$ cat config.mk
export PLATFORM = sky130hd
export DESIGN_NAME = timestamp_to_epoch_seconds
export DESIGN_NICKNAME = d
export VERILOG_FILES = /design/src/rtl/core/tse_pkg.sv /design/src/rtl/core/tse_front.sv /design/src/rtl/core/tse_queue.sv /design/src/rtl/core/tse_back.sv /design/src/rtl/core/timestamp_to_epoch_seconds.sv
export VERILOG_INCLUDE_DIRS = /design/src /design/src/rtl/core
export SDC_FILE = /design/constraint.sdc
export NUM_CORES = 1
export LEC_CHECK = 0
export BUFFER_PORTS_ARGS = -buffer_cell sky130_fd_sc_hd__buf_2
export CORE_MARGIN = 10
export CORE_UTILIZATION = 45
export CTS_BUF_LIST = sky130_fd_sc_hd__clkbuf_16
export DETAILED_ROUTE_END_ITERATION = 6
export GPL_TIMING_DRIVEN = 0
export MAX_ROUTING_LAYER = met4
export PLACE_DENSITY = 0.69
export SLEW_MARGIN = 20
export SYNTH_ARGS = -nofsm -noshare
export SYNTH_HDL_FRONTEND = slang
export SYNTH_SLANG_ARGS = --single-unit
$ cat constraint.sdc
create_clock -name clk -period 7.5 [get_ports clk]
set_input_delay 1.125 -clock clk [delete_from_list [all_inputs] [get_ports clk]]
set_output_delay 1.125 -clock clk [all_outputs]
set_load 0.005 [all_outputs]
$ cat src/rtl/core/timestamp_to_epoch_seconds_assert.svh
// assertion macros shared by the timestamp converter
`ifndef TIMESTAMP_TO_EPOCH_SECONDS_ASSERT_SVH
`define TIMESTAMP_TO_EPOCH_SECONDS_ASSERT_SVH

// same-cycle implication, sampled on clk, off during reset
`define TSE_ASSERT_NOW(label, ante, cons) \
  label: assert property (@(posedge clk) disable iff (!rst_n) (ante) |-> (cons)) \
    else $error("timestamp converter check failed");

// next-cycle implication, sampled on clk, off during reset
`define TSE_ASSERT_NEXT(label, ante, cons) \
  label: assert property (@(posedge clk) disable iff (!rst_n) (ante) |=> (cons)) \
    else $error("timestamp converter check failed");

`endif

$ cat src/rtl/core/tse_pkg.sv
package tse_pkg;

  localparam logic [4:0] TS_LEN  = 5'd19;
  localparam logic [4:0] POS_SAT = 5'd20;

  typedef enum logic [1:0] {
    STATUS_OK     = 2'd0,
    STATUS_FORMAT = 2'd1,
    STATUS_RANGE  = 2'd2
  } status_t;

  // one finished timestamp handed from the parser to the converter
  typedef struct packed {
    logic        fmt_bad;
    logic [13:0] year;
    logic [6:0]  month;
    logic [6:0]  day;
    logic [6:0]  hour;
    logic [6:0]  minute;
    logic [6:0]  second;
  } tse_rec_t;

  typedef struct packed {
    logic full;
    logic empty;
  } tse_qstat_t;

endpackage

$ cat src/rtl/core/tse_front.sv
module tse_front (
  input  logic              clk,
  input  logic              rst_n,
  input  logic              in_tvalid,
  output logic              in_tready,
  input  logic [7:0]        in_tdata,   // [7:0] char_in
  input  logic              in_tuser,   // [0] first_char
  input  logic              in_tlast,   // last_char
  input  tse_pkg::tse_qstat_t q_stat,
  output logic              q_push,
  output tse_pkg::tse_rec_t q_rec
);
  import tse_pkg::*;

  function automatic logic [6:0] push7(logic [6:0] acc, logic [3:0] d);
    logic [9:0] t;
    t = {acc, 3'b000} + {2'b00, acc, 1'b0} + {6'd0, d};
    return t[6:0];
  endfunction

  function automatic logic [13:0] push14(logic [13:0] acc, logic [3:0] d);
    logic [16:0] t;
    t = {acc, 3'b000} + {2'b00, acc, 1'b0} + {13'd0, d};
    return t[13:0];
  endfunction

  logic [4:0]  pos_r, pos_nxt;
  logic        fmt_r, fmt_nxt;
  logic [13:0] year_r, year_nxt;
  logic [6:0]  month_r, month_nxt, day_r, day_nxt, hour_r, hour_nxt;
  logic [6:0]  minute_r, minute_nxt, second_r, second_nxt;

  logic [4:0]  p, p_inc;
  logic        f;
  logic [13:0] y;
  logic [6:0]  mo, d, h, mi, s;
  logic        is_digit;
  logic [3:0]  dv;
  logic        accept;

  assign in_tready = !q_stat.full;
  assign accept    = in_tvalid && in_tready;
  assign is_digit  = (in_tdata >= 8'h30) && (in_tdata <= 8'h39);
  assign dv        = in_tdata[3:0];

  always_comb begin
    // a first mark drops whatever partial timestamp was held
    p  = in_tuser ? 5'd0  : pos_r;
    f  = in_tuser ? 1'b0  : fmt_r;
    y  = in_tuser ? 14'd0 : year_r;
    mo = in_tuser ? 7'd0  : month_r;
    d  = in_tuser ? 7'd0  : day_r;
    h  = in_tuser ? 7'd0  : hour_r;
    mi = in_tuser ? 7'd0  : minute_r;
    s  = in_tuser ? 7'd0  : second_r;

    if (p >= TS_LEN) begin
      f = 1'b1;
    end else if (p == 5'd4 || p == 5'd7) begin
      if (in_tdata != 8'h2D) f = 1'b1;
    end else if (p == 5'd10) begin
      if (in_tdata != 8'h5F) f = 1'b1;
    end else if (p == 5'd13 || p == 5'd16) begin
      if (in_tdata != 8'h3A) f = 1'b1;
    end else if (!is_digit) begin
      f = 1'b1;
    end else if (p < 5'd4) begin
      y = push14(y, dv);
    end else if (p < 5'd7) begin
      mo = push7(mo, dv);
    end else if (p < 5'd10) begin
      d = push7(d, dv);
    end else if (p < 5'd13) begin
      h = push7(h, dv);
    end else if (p < 5'd16) begin
      mi = push7(mi, dv);
    end else begin
      s = push7(s, dv);
    end

    p_inc = (p < POS_SAT) ? p + 5'd1 : p;

    q_rec.fmt_bad = f || (p_inc != TS_LEN);
    q_rec.year    = y;
    q_rec.month   = mo;
    q_rec.day     = d;
    q_rec.hour    = h;
    q_rec.minute  = mi;
    q_rec.second  = s;
    q_push        = accept && in_tlast;

    pos_nxt    = pos_r;
    fmt_nxt    = fmt_r;
    year_nxt   = year_r;
    month_nxt  = month_r;
    day_nxt    = day_r;
    hour_nxt   = hour_r;
    minute_nxt = minute_r;
    second_nxt = second_r;
    if (accept) begin
      if (in_tlast) begin
        pos_nxt    = '0;
        fmt_nxt    = 1'b0;
        year_nxt   = '0;
        month_nxt  = '0;
        day_nxt    = '0;
        hour_nxt   = '0;
        minute_nxt = '0;
        second_nxt = '0;
      end else begin
        pos_nxt    = p_inc;
        fmt_nxt    = f;
        year_nxt   = y;
        month_nxt  = mo;
        day_nxt    = d;
        hour_nxt   = h;
        minute_nxt = mi;
        second_nxt = s;
      end
    end
  end

  always_ff @(posedge clk) begin
    if (!rst_n) begin
      pos_r    <= '0;
      fmt_r    <= 1'b0;
      year_r   <= '0;
      month_r  <= '0;
      day_r    <= '0;
      hour_r   <= '0;
      minute_r <= '0;
      second_r <= '0;
    end else begin
      pos_r    <= pos_nxt;
      fmt_r    <= fmt_nxt;
      year_r   <= year_nxt;
      month_r  <= month_nxt;
      day_r    <= day_nxt;
      hour_r   <= hour_nxt;
      minute_r <= minute_nxt;
      second_r <= second_nxt;
    end
  end

endmodule

$ cat src/rtl/core/tse_queue.sv
module tse_queue (
  input  logic                clk,
  input  logic                rst_n,
  input  logic                push,
  input  tse_pkg::tse_rec_t   push_rec,
  input  logic                pop,
  output tse_pkg::tse_rec_t   head_rec,
  output tse_pkg::tse_qstat_t stat
);
  import tse_pkg::*;

  tse_rec_t   mem_r [2];
  logic       wr_ptr_r, wr_ptr_nxt;
  logic       rd_ptr_r, rd_ptr_nxt;
  logic [1:0] cnt_r, cnt_nxt;

  assign head_rec   = mem_r[rd_ptr_r];
  assign stat.full  = (cnt_r == 2'd2);
  assign stat.empty = (cnt_r == 2'd0);

  always_comb begin
    wr_ptr_nxt = push ? !wr_ptr_r : wr_ptr_r;
    rd_ptr_nxt = pop  ? !rd_ptr_r : rd_ptr_r;
    cnt_nxt    = cnt_r + {1'b0, push} - {1'b0, pop};
  end

  always_ff @(posedge clk) begin
    if (push) mem_r[wr_ptr_r] <= push_rec;
  end

  always_ff @(posedge clk) begin
    if (!rst_n) begin
      wr_ptr_r <= 1'b0;
      rd_ptr_r <= 1'b0;
      cnt_r    <= '0;
    end else begin
      wr_ptr_r <= wr_ptr_nxt;
      rd_ptr_r <= rd_ptr_nxt;
      cnt_r    <= cnt_nxt;
    end
  end

endmodule

$ cat src/rtl/core/tse_back.sv
module tse_back (
  input  logic                clk,
  input  logic                rst_n,
  input  tse_pkg::tse_qstat_t q_stat,
  input  tse_pkg::tse_rec_t   head_rec,
  output logic                q_pop,
  output logic                out_tvalid,
  input  logic                out_tready,
  output logic [39:0]         out_tdata,  // [38:0] epoch_seconds
  output logic [1:0]          out_tuser   // [1:0] parse_status
);
  import tse_pkg::*;

  typedef enum logic [2:0] {
    S_IDLE,
    S_DIV,
    S_YOE,
    S_DOE,
    S_DAYS,
    S_SECS
  } state_t;

  localparam logic signed [17:0] DAY_SECS = 18'sd86400;

  // days from march 1 to the first of the month, march-based year
  function automatic logic [8:0] month_offset(logic [6:0] m);
    logic [8:0] r;
    case (m)
      7'd1:    r = 9'd306;
      7'd2:    r = 9'd337;
      7'd3:    r = 9'd0;
      7'd4:    r = 9'd31;
      7'd5:    r = 9'd61;
      7'd6:    r = 9'd92;
      7'd7:    r = 9'd122;
      7'd8:    r = 9'd153;
      7'd9:    r = 9'd184;
      7'd10:   r = 9'd214;
      7'd11:   r = 9'd245;
      7'd12:   r = 9'd275;
      default: r = 9'd0;
    endcase
    return r;
  endfunction

  state_t             state_r, state_nxt;
  status_t            status_r, status_nxt;
  logic [13:0]        yy_r, yy_nxt;
  logic [8:0]         doy_r, doy_nxt;
  logic [16:0]        tod_r, tod_nxt;
  logic [4:0]         q_r, q_nxt;
  logic [8:0]         yoe_r, yoe_nxt;
  logic [17:0]        doe_r, doe_nxt;
  logic [21:0]        eraday_r, eraday_nxt;
  logic signed [22:0] days_r, days_nxt;
  logic               out_valid_r, out_valid_nxt;
  logic [38:0]        out_data_r, out_data_nxt;
  status_t            out_status_r, out_status_nxt;

  logic               range_bad;
  logic [18:0]        tod_w;
  logic [26:0]        div_prod;
  logic [13:0]        yoe_w;
  logic [17:0]        m365;
  logic [14:0]        m41;
  logic signed [40:0] sec_prod;

  assign out_tvalid = out_valid_r;
  assign out_tdata  = {1'b0, out_data_r};
  assign out_tuser  = out_status_r;

  always_comb begin
    state_nxt      = state_r;
    status_nxt     = status_r;
    yy_nxt         = yy_r;
    doy_nxt        = doy_r;
    tod_nxt        = tod_r;
    q_nxt          = q_r;
    yoe_nxt        = yoe_r;
    doe_nxt        = doe_r;
    eraday_nxt     = eraday_r;
    days_nxt       = days_r;
    out_data_nxt   = out_data_r;
    out_status_nxt = out_status_r;
    out_valid_nxt  = out_valid_r && !out_tready;
    q_pop          = 1'b0;

    range_bad = (head_rec.month < 7'd1) || (head_rec.month > 7'd12) ||
                (head_rec.day < 7'd1) || (head_rec.day > 7'd31) ||
                (head_rec.hour > 7'd23) || (head_rec.minute > 7'd59) ||
                (head_rec.second > 7'd60);
    tod_w = 19'(head_rec.hour) * 19'd3600 + 19'(head_rec.minute) * 19'd60 +
            19'(head_rec.second);
    div_prod = 27'(yy_r) * 27'd5243;
    yoe_w    = yy_r - 14'(q_r) * 14'd400;
    m365     = 18'(yoe_r) * 18'd365;
    m41      = 15'(yoe_r) * 15'd41;
    sec_prod = days_r * DAY_SECS;

    unique case (state_r)
      S_IDLE: begin
        if (!q_stat.empty) begin
          q_pop = 1'b1;
          if (head_rec.fmt_bad) status_nxt = STATUS_FORMAT;
          else if (range_bad)   status_nxt = STATUS_RANGE;
          else                  status_nxt = STATUS_OK;
          // year shifted up by one era so the division stays unsigned
          yy_nxt  = (head_rec.month <= 7'd2) ? head_rec.year + 14'd399
                                             : head_rec.year + 14'd400;
          doy_nxt = month_offset(head_rec.month) + {2'b00, head_rec.day} - 9'd1;
          tod_nxt = tod_w[16:0];
          state_nxt = S_DIV;
        end
      end
      S_DIV: begin
        // reciprocal of 400, exact over the shifted year range
        q_nxt     = div_prod[25:21];
        state_nxt = S_YOE;
      end
      S_YOE: begin
        yoe_nxt   = yoe_w[8:0];
        state_nxt = S_DOE;
      end
      S_DOE: begin
        // yoe / 100 through reciprocal of 100
        doe_nxt    = m365 + 18'(yoe_r[8:2]) - 18'(m41[13:12]) + 18'(doy_r);
        eraday_nxt = 22'(q_r) * 22'd146097;
        state_nxt  = S_DAYS;
      end
      S_DAYS: begin
        // undo the one-era shift and the march 1 year 0 offset together
        days_nxt  = $signed({1'b0, eraday_r}) + $signed({5'd0, doe_r}) -
                    23'sd865565;
        state_nxt = S_SECS;
      end
      S_SECS: begin
        if (!out_valid_r || out_tready) begin
          out_data_nxt   = (status_r == STATUS_OK) ?
                           sec_prod[38:0] + {22'd0, tod_r} : 39'd0;
          out_status_nxt = status_r;
          out_valid_nxt  = 1'b1;
          state_nxt      = S_IDLE;
        end
      end
      default: state_nxt = S_IDLE;
    endcase
  end

  always_ff @(posedge clk) begin
    if (!rst_n) begin
      state_r     <= S_IDLE;
      out_valid_r <= 1'b0;
    end else begin
      state_r     <= state_nxt;
      out_valid_r <= out_valid_nxt;
    end
    status_r     <= status_nxt;
    yy_r         <= yy_nxt;
    doy_r        <= doy_nxt;
    tod_r        <= tod_nxt;
    q_r          <= q_nxt;
    yoe_r        <= yoe_nxt;
    doe_r        <= doe_nxt;
    eraday_r     <= eraday_nxt;
    days_r       <= days_nxt;
    out_data_r   <= out_data_nxt;
    out_status_r <= out_status_nxt;
  end

endmodule

$ cat src/rtl/core/timestamp_to_epoch_seconds.sv
// timestamp_to_epoch_seconds
// input stream: one ascii character of a YYYY-MM-DD_HH:MM:SS timestamp per
// transaction; in_tuser marks the first character (drops any partial text),
// in_tlast marks the final one. a stream without first marks restarts after
// each last character.
// output stream: one transaction per last character; out_tdata carries the
// signed seconds since 1970-01-01 (zero on error), out_tuser the status:
// ok, format error (length, separator, digit) or range error.
// throughput: one character per cycle while in_tready is high. each finished
// timestamp steps through the date converter's states (idle, div, yoe, doe,
// days, secs), whose sequencer handles one at a time; a two-entry queue sits
// between parser and converter. out_tvalid rises when the secs state loads
// the result into the output register. in_tready drops only while the queue
// is full, which needs timestamps shorter than about six characters back to
// back, or a stalled receiver. when out_tready is low the result holds in the
// output register, the converter waits and the queue then the input fill up behind it.
// reset (rst_n low, synchronous) clears the parser, queue and output valid.
module timestamp_to_epoch_seconds (
  input  logic        clk,
  input  logic        rst_n,
  input  logic        in_tvalid,
  output logic        in_tready,
  input  logic [7:0]  in_tdata,   // [7:0] char_in
  input  logic        in_tuser,   // [0] first_char
  input  logic        in_tlast,   // last_char
  output logic        out_tvalid,
  input  logic        out_tready,
  output logic [39:0] out_tdata,  // [38:0] epoch_seconds, [39] zero
  output logic [1:0]  out_tuser   // [1:0] parse_status
);
  import tse_pkg::*;

  tse_qstat_t q_stat;
  tse_rec_t   push_rec;
  tse_rec_t   head_rec;
  logic       q_push;
  logic       q_pop;

  tse_front u_front (
    .clk       (clk),
    .rst_n     (rst_n),
    .in_tvalid (in_tvalid),
    .in_tready (in_tready),
    .in_tdata  (in_tdata),
    .in_tuser  (in_tuser),
    .in_tlast  (in_tlast),
    .q_stat    (q_stat),
    .q_push    (q_push),
    .q_rec     (push_rec)
  );

  tse_queue u_queue (
    .clk      (clk),
    .rst_n    (rst_n),
    .push     (q_push),
    .push_rec (push_rec),
    .pop      (q_pop),
    .head_rec (head_rec),
    .stat     (q_stat)
  );

  tse_back u_back (
    .clk        (clk),
    .rst_n      (rst_n),
    .q_stat     (q_stat),
    .head_rec   (head_rec),
    .q_pop      (q_pop),
    .out_tvalid (out_tvalid),
    .out_tready (out_tready),
    .out_tdata  (out_tdata),
    .out_tuser  (out_tuser)
  );

`include "timestamp_to_epoch_seconds_assert.svh"

  `TSE_ASSERT_NOW(a_no_push_full, q_stat.full, !q_push)
  `TSE_ASSERT_NOW(a_no_pop_empty, q_stat.empty, !q_pop)
  `TSE_ASSERT_NOW(a_err_zero, out_tvalid && (out_tuser != STATUS_OK), out_tdata == 40'd0)

endmodule
==> impl_metrics.ini <==
[yosys]
synth.distinct_cells = 84
syn_area_per_cell_um2 = 10.49
ys_ff_latch = 324
synth_edf_count = 260
syn-num-nets = 3715
async_reset_ff_share_pct = 0
synth_top_cell_by_area = edfxtp_1
synth_ff_type = edfxtp_1
seq_area_frac_synth_pct = 29.34
ys_warn_count = 0
synth_top_cell_area_share_pct = 25.21
synth_area_leaders = edfxtp_1 (25%), ha_1 (21%), fa_1 (14%)
netlist_area_um2 = 30970
synth_cells = 2952

[grt]
grt_usage_pct = 15.88
grt-ovfl-total = 0
grt_start_max_net_pins = 51
first_global_vias = 20360
grt_pass1_wl_um = 101000
antenna_found_initial = 0

[setup_path]
crit_top_cell = ha_1
cp_top_family = adder cells
worstPathRequired_ns = 7.79
worst-setup-path-type = reg2reg
cpPeakStageDelay_ns = 0.54
end_kind = flop
crit_slowest_cell = fa_1
start_kind = flop
path_max_fanout = 3
cp.arrival_ns = 7.44
worst-path-buf-inv = 5

[timing]
relSlewSlack_pct = 28.08
fin_crit_sh_pct = 95.35
fin_worst_skew_ns = 0.03067
fmax_ghz = 0.1398
worst_pin_slew_ns = 1.071
drv_slew = 0
finalCriticalPeriod_ns = 7.151
hold_viol = 0
setup_ws_ns = 0.3489
finalSetupViolCount = 0

[run]
max-cap-violations = 0

[clock_tree]
cts_tree = built
clkLatencyLatePin_ns = 0.58
cts_buffer_depth = 3
cts_max_level = 2
clock-sinks = 324
cts_root_buffer = clkbuf_16
clk_pin_slew_ns = 0.06
cts_made_buffers = 40

[detailed_routing]
wl_met2_um = 29060
dr_total_vias = 20540
wl_met1_um = 28130
drt_iter0_drc = 963
wl_per_cell_um = 15.16
ant_nets = 0
drc = 0
dr.pass1.iters = 5
via_per_inst = 5.157
routed_wl_um = 60380
top_layer = met4
dr_wl_met3_um = 2262

[hold_path]
hp-class = reg2reg

[place]
gp_congestion = 0.8957
dp_slack_ns = -0.6042
portBuffers = 54
hpwl_um = 48860

[layout]
regArea_um2 = 9089
area_growth_pct = 9.635
fillCellCount = 6219
finalNetCount = 3832
layout-drive-gt1-share_pct = 8.255
multi_input_area_um2 = 19750
antenna_cells = 0

[run_status]
status = completed

[die]
die_x_um = 282.4
core_um2 = 68470
die_area_um2 = 79720
die_y_um = 282.4
io_pins = 58
start_util_pct = 45.24
rows = 96
cells in the final DEF, fill, tap and decap left out, drive strengths merged, types with 73 or more instances in the layout:
cell and instances:
nor2 131, nor2b 111, nand2 81, o21ai 73, xnor2 145, edfxtp 260, a21oi 131, inv 544
fa 223, buf 90, ha 526, clkbuf 85
metrics by stage:
step	utilization, %	hold slack, ns	cells	setup TNS (ns)	cell area [um^2]
floorplan	-	0.4295	2952	0	30970
CTS	49.48	0.4578	3980	-0.1075	33880
global route	49.60	0.4908	3983	-0.02636	33960
detailed placement	47.51	0.4498	3901	-3.738	32530
finish	49.60	0.4597	3983	0	33960
global placement	47.25	0.4408	3888	-3.791	32350
registers in the layout, indices dropped and copies added (netlist names), 9 cells and up, named ones only:
| name | count |
|---|---|
| u_queue.mem_r | 100 |
| u_back.out_data_r | 39 |
| u_back.days_r | 23 |
| u_back.eraday_r | 22 |
| u_back.doe_r | 18 |
| u_back.tod_r | 17 |
| u_back.yy_r | 14 |
| u_front.year_r | 14 |
| u_back.doy_r | 9 |
| u_back.yoe_r | 9 |
per-layer routing:
layer / global-route usage [%] / up-vias
li1: - / 10310
met1: 20.43 / 9902
met2: 26.55 / 263
met3: 2.152 / 68
met4: 3.191 / 0
met5: - / -
synthesized netlist by cell type (4+ instances only):
| library cell | n |
|---|---|
| xor2_1 | 48 |
| buf_1 | 4 |
| xnor2_1 | 145 |
| nor3_1 | 45 |
| ha_1 | 526 |
| a211oi_1 | 9 |
| o21a_1 | 24 |
| o31ai_1 | 10 |
| mux2i_1 | 36 |
| edfxtp_1 | 260 |
| clkbuf_1 | 44 |
| a22oi_1 | 45 |
| a31o_2 | 5 |
| nand2b_1 | 20 |
| o21bai_1 | 19 |
| a32oi_1 | 4 |
| or3_1 | 7 |
| a21oi_1 | 128 |
| and2_1 | 29 |
| o21ai_0 | 68 |
| buf_2 | 9 |
| nor3b_1 | 12 |
| dfxtp_1 | 64 |
| o211ai_1 | 9 |
| nand2_1 | 81 |
| o41ai_1 | 6 |
| nor4_1 | 10 |
| nand3_1 | 36 |
| or2_2 | 10 |
| or4_1 | 4 |
| a21o_1 | 57 |
| inv_1 | 532 |
| nand3b_1 | 4 |
| nand4_1 | 13 |
| a31oi_1 | 16 |
| a21boi_0 | 10 |
| fa_1 | 223 |
| nor2_1 | 131 |
| mux2_2 | 50 |
| and3_1 | 17 |
| nor2b_1 | 111 |
path summary, 6_finish.rpt:
path	from	endpoint	slack, ns	depth (start not counted)
worst max-delay path	u_back.yoe_r[1]	u_back.doe_r[16]	0.35	34
worst min-delay path	u_front.year_r[9]	u_front.year_r[9]	0.46	2
worst max register to register	u_back.yoe_r[1]	u_back.doe_r[16]	0.35	34
worst min register to register	u_front.year_r[9]	u_front.year_r[9]	0.46	2
what timing repair did:
action | CTS | global route
endpoints found under the setup margin | 11 | 8
resized for setup | 3 | 17
hold buffers | 0 | 0
setup buffers | 6 | 4
pin swaps | 0 | 11
final cells by class:
| cell class | count | area share (%) |
|---|---|---|
| multi-input combinational | 2036 | 58.16 |
| sequential | 324 | 26.76 |
| inverter | 533 | 5.892 |
| tap | 882 | 3.250 |
| clock buffer | 41 | 3.021 |
| timing repair buffer | 77 | 1.415 |
| clock inverter | 33 | 0.7959 |
| buffer | 57 | 0.6964 |
kinds of logic after synthesis:
family	synth area share [%]
xor gates and xnor gates	5.457
muxes	2.981
other	0.01211
and+or+nand+nor	9.243
DFF	29.34
adders and majority gates	35.66
AOI/OAI and AO/OA	10.07
buffers and inverters	7.235
worst register-to-register path, delay by kind of cell, from the launching register on:
family / cells / cell delay, ns
adder cells (fa/ha/maj): 10 / 3.24
AO/OA/AOI/OAI: 14 / 2.43
flip-flops: 1 / 0.42
AND/OR/NAND/NOR: 4 / 0.40
buffers and inverters: 5 / 0.24
XOR/XNOR: 1 / 0.15
Power is left out: the tool's default activity adds up to more than one toggle a clock period on the data nets, which glitch-free logic cannot reach.
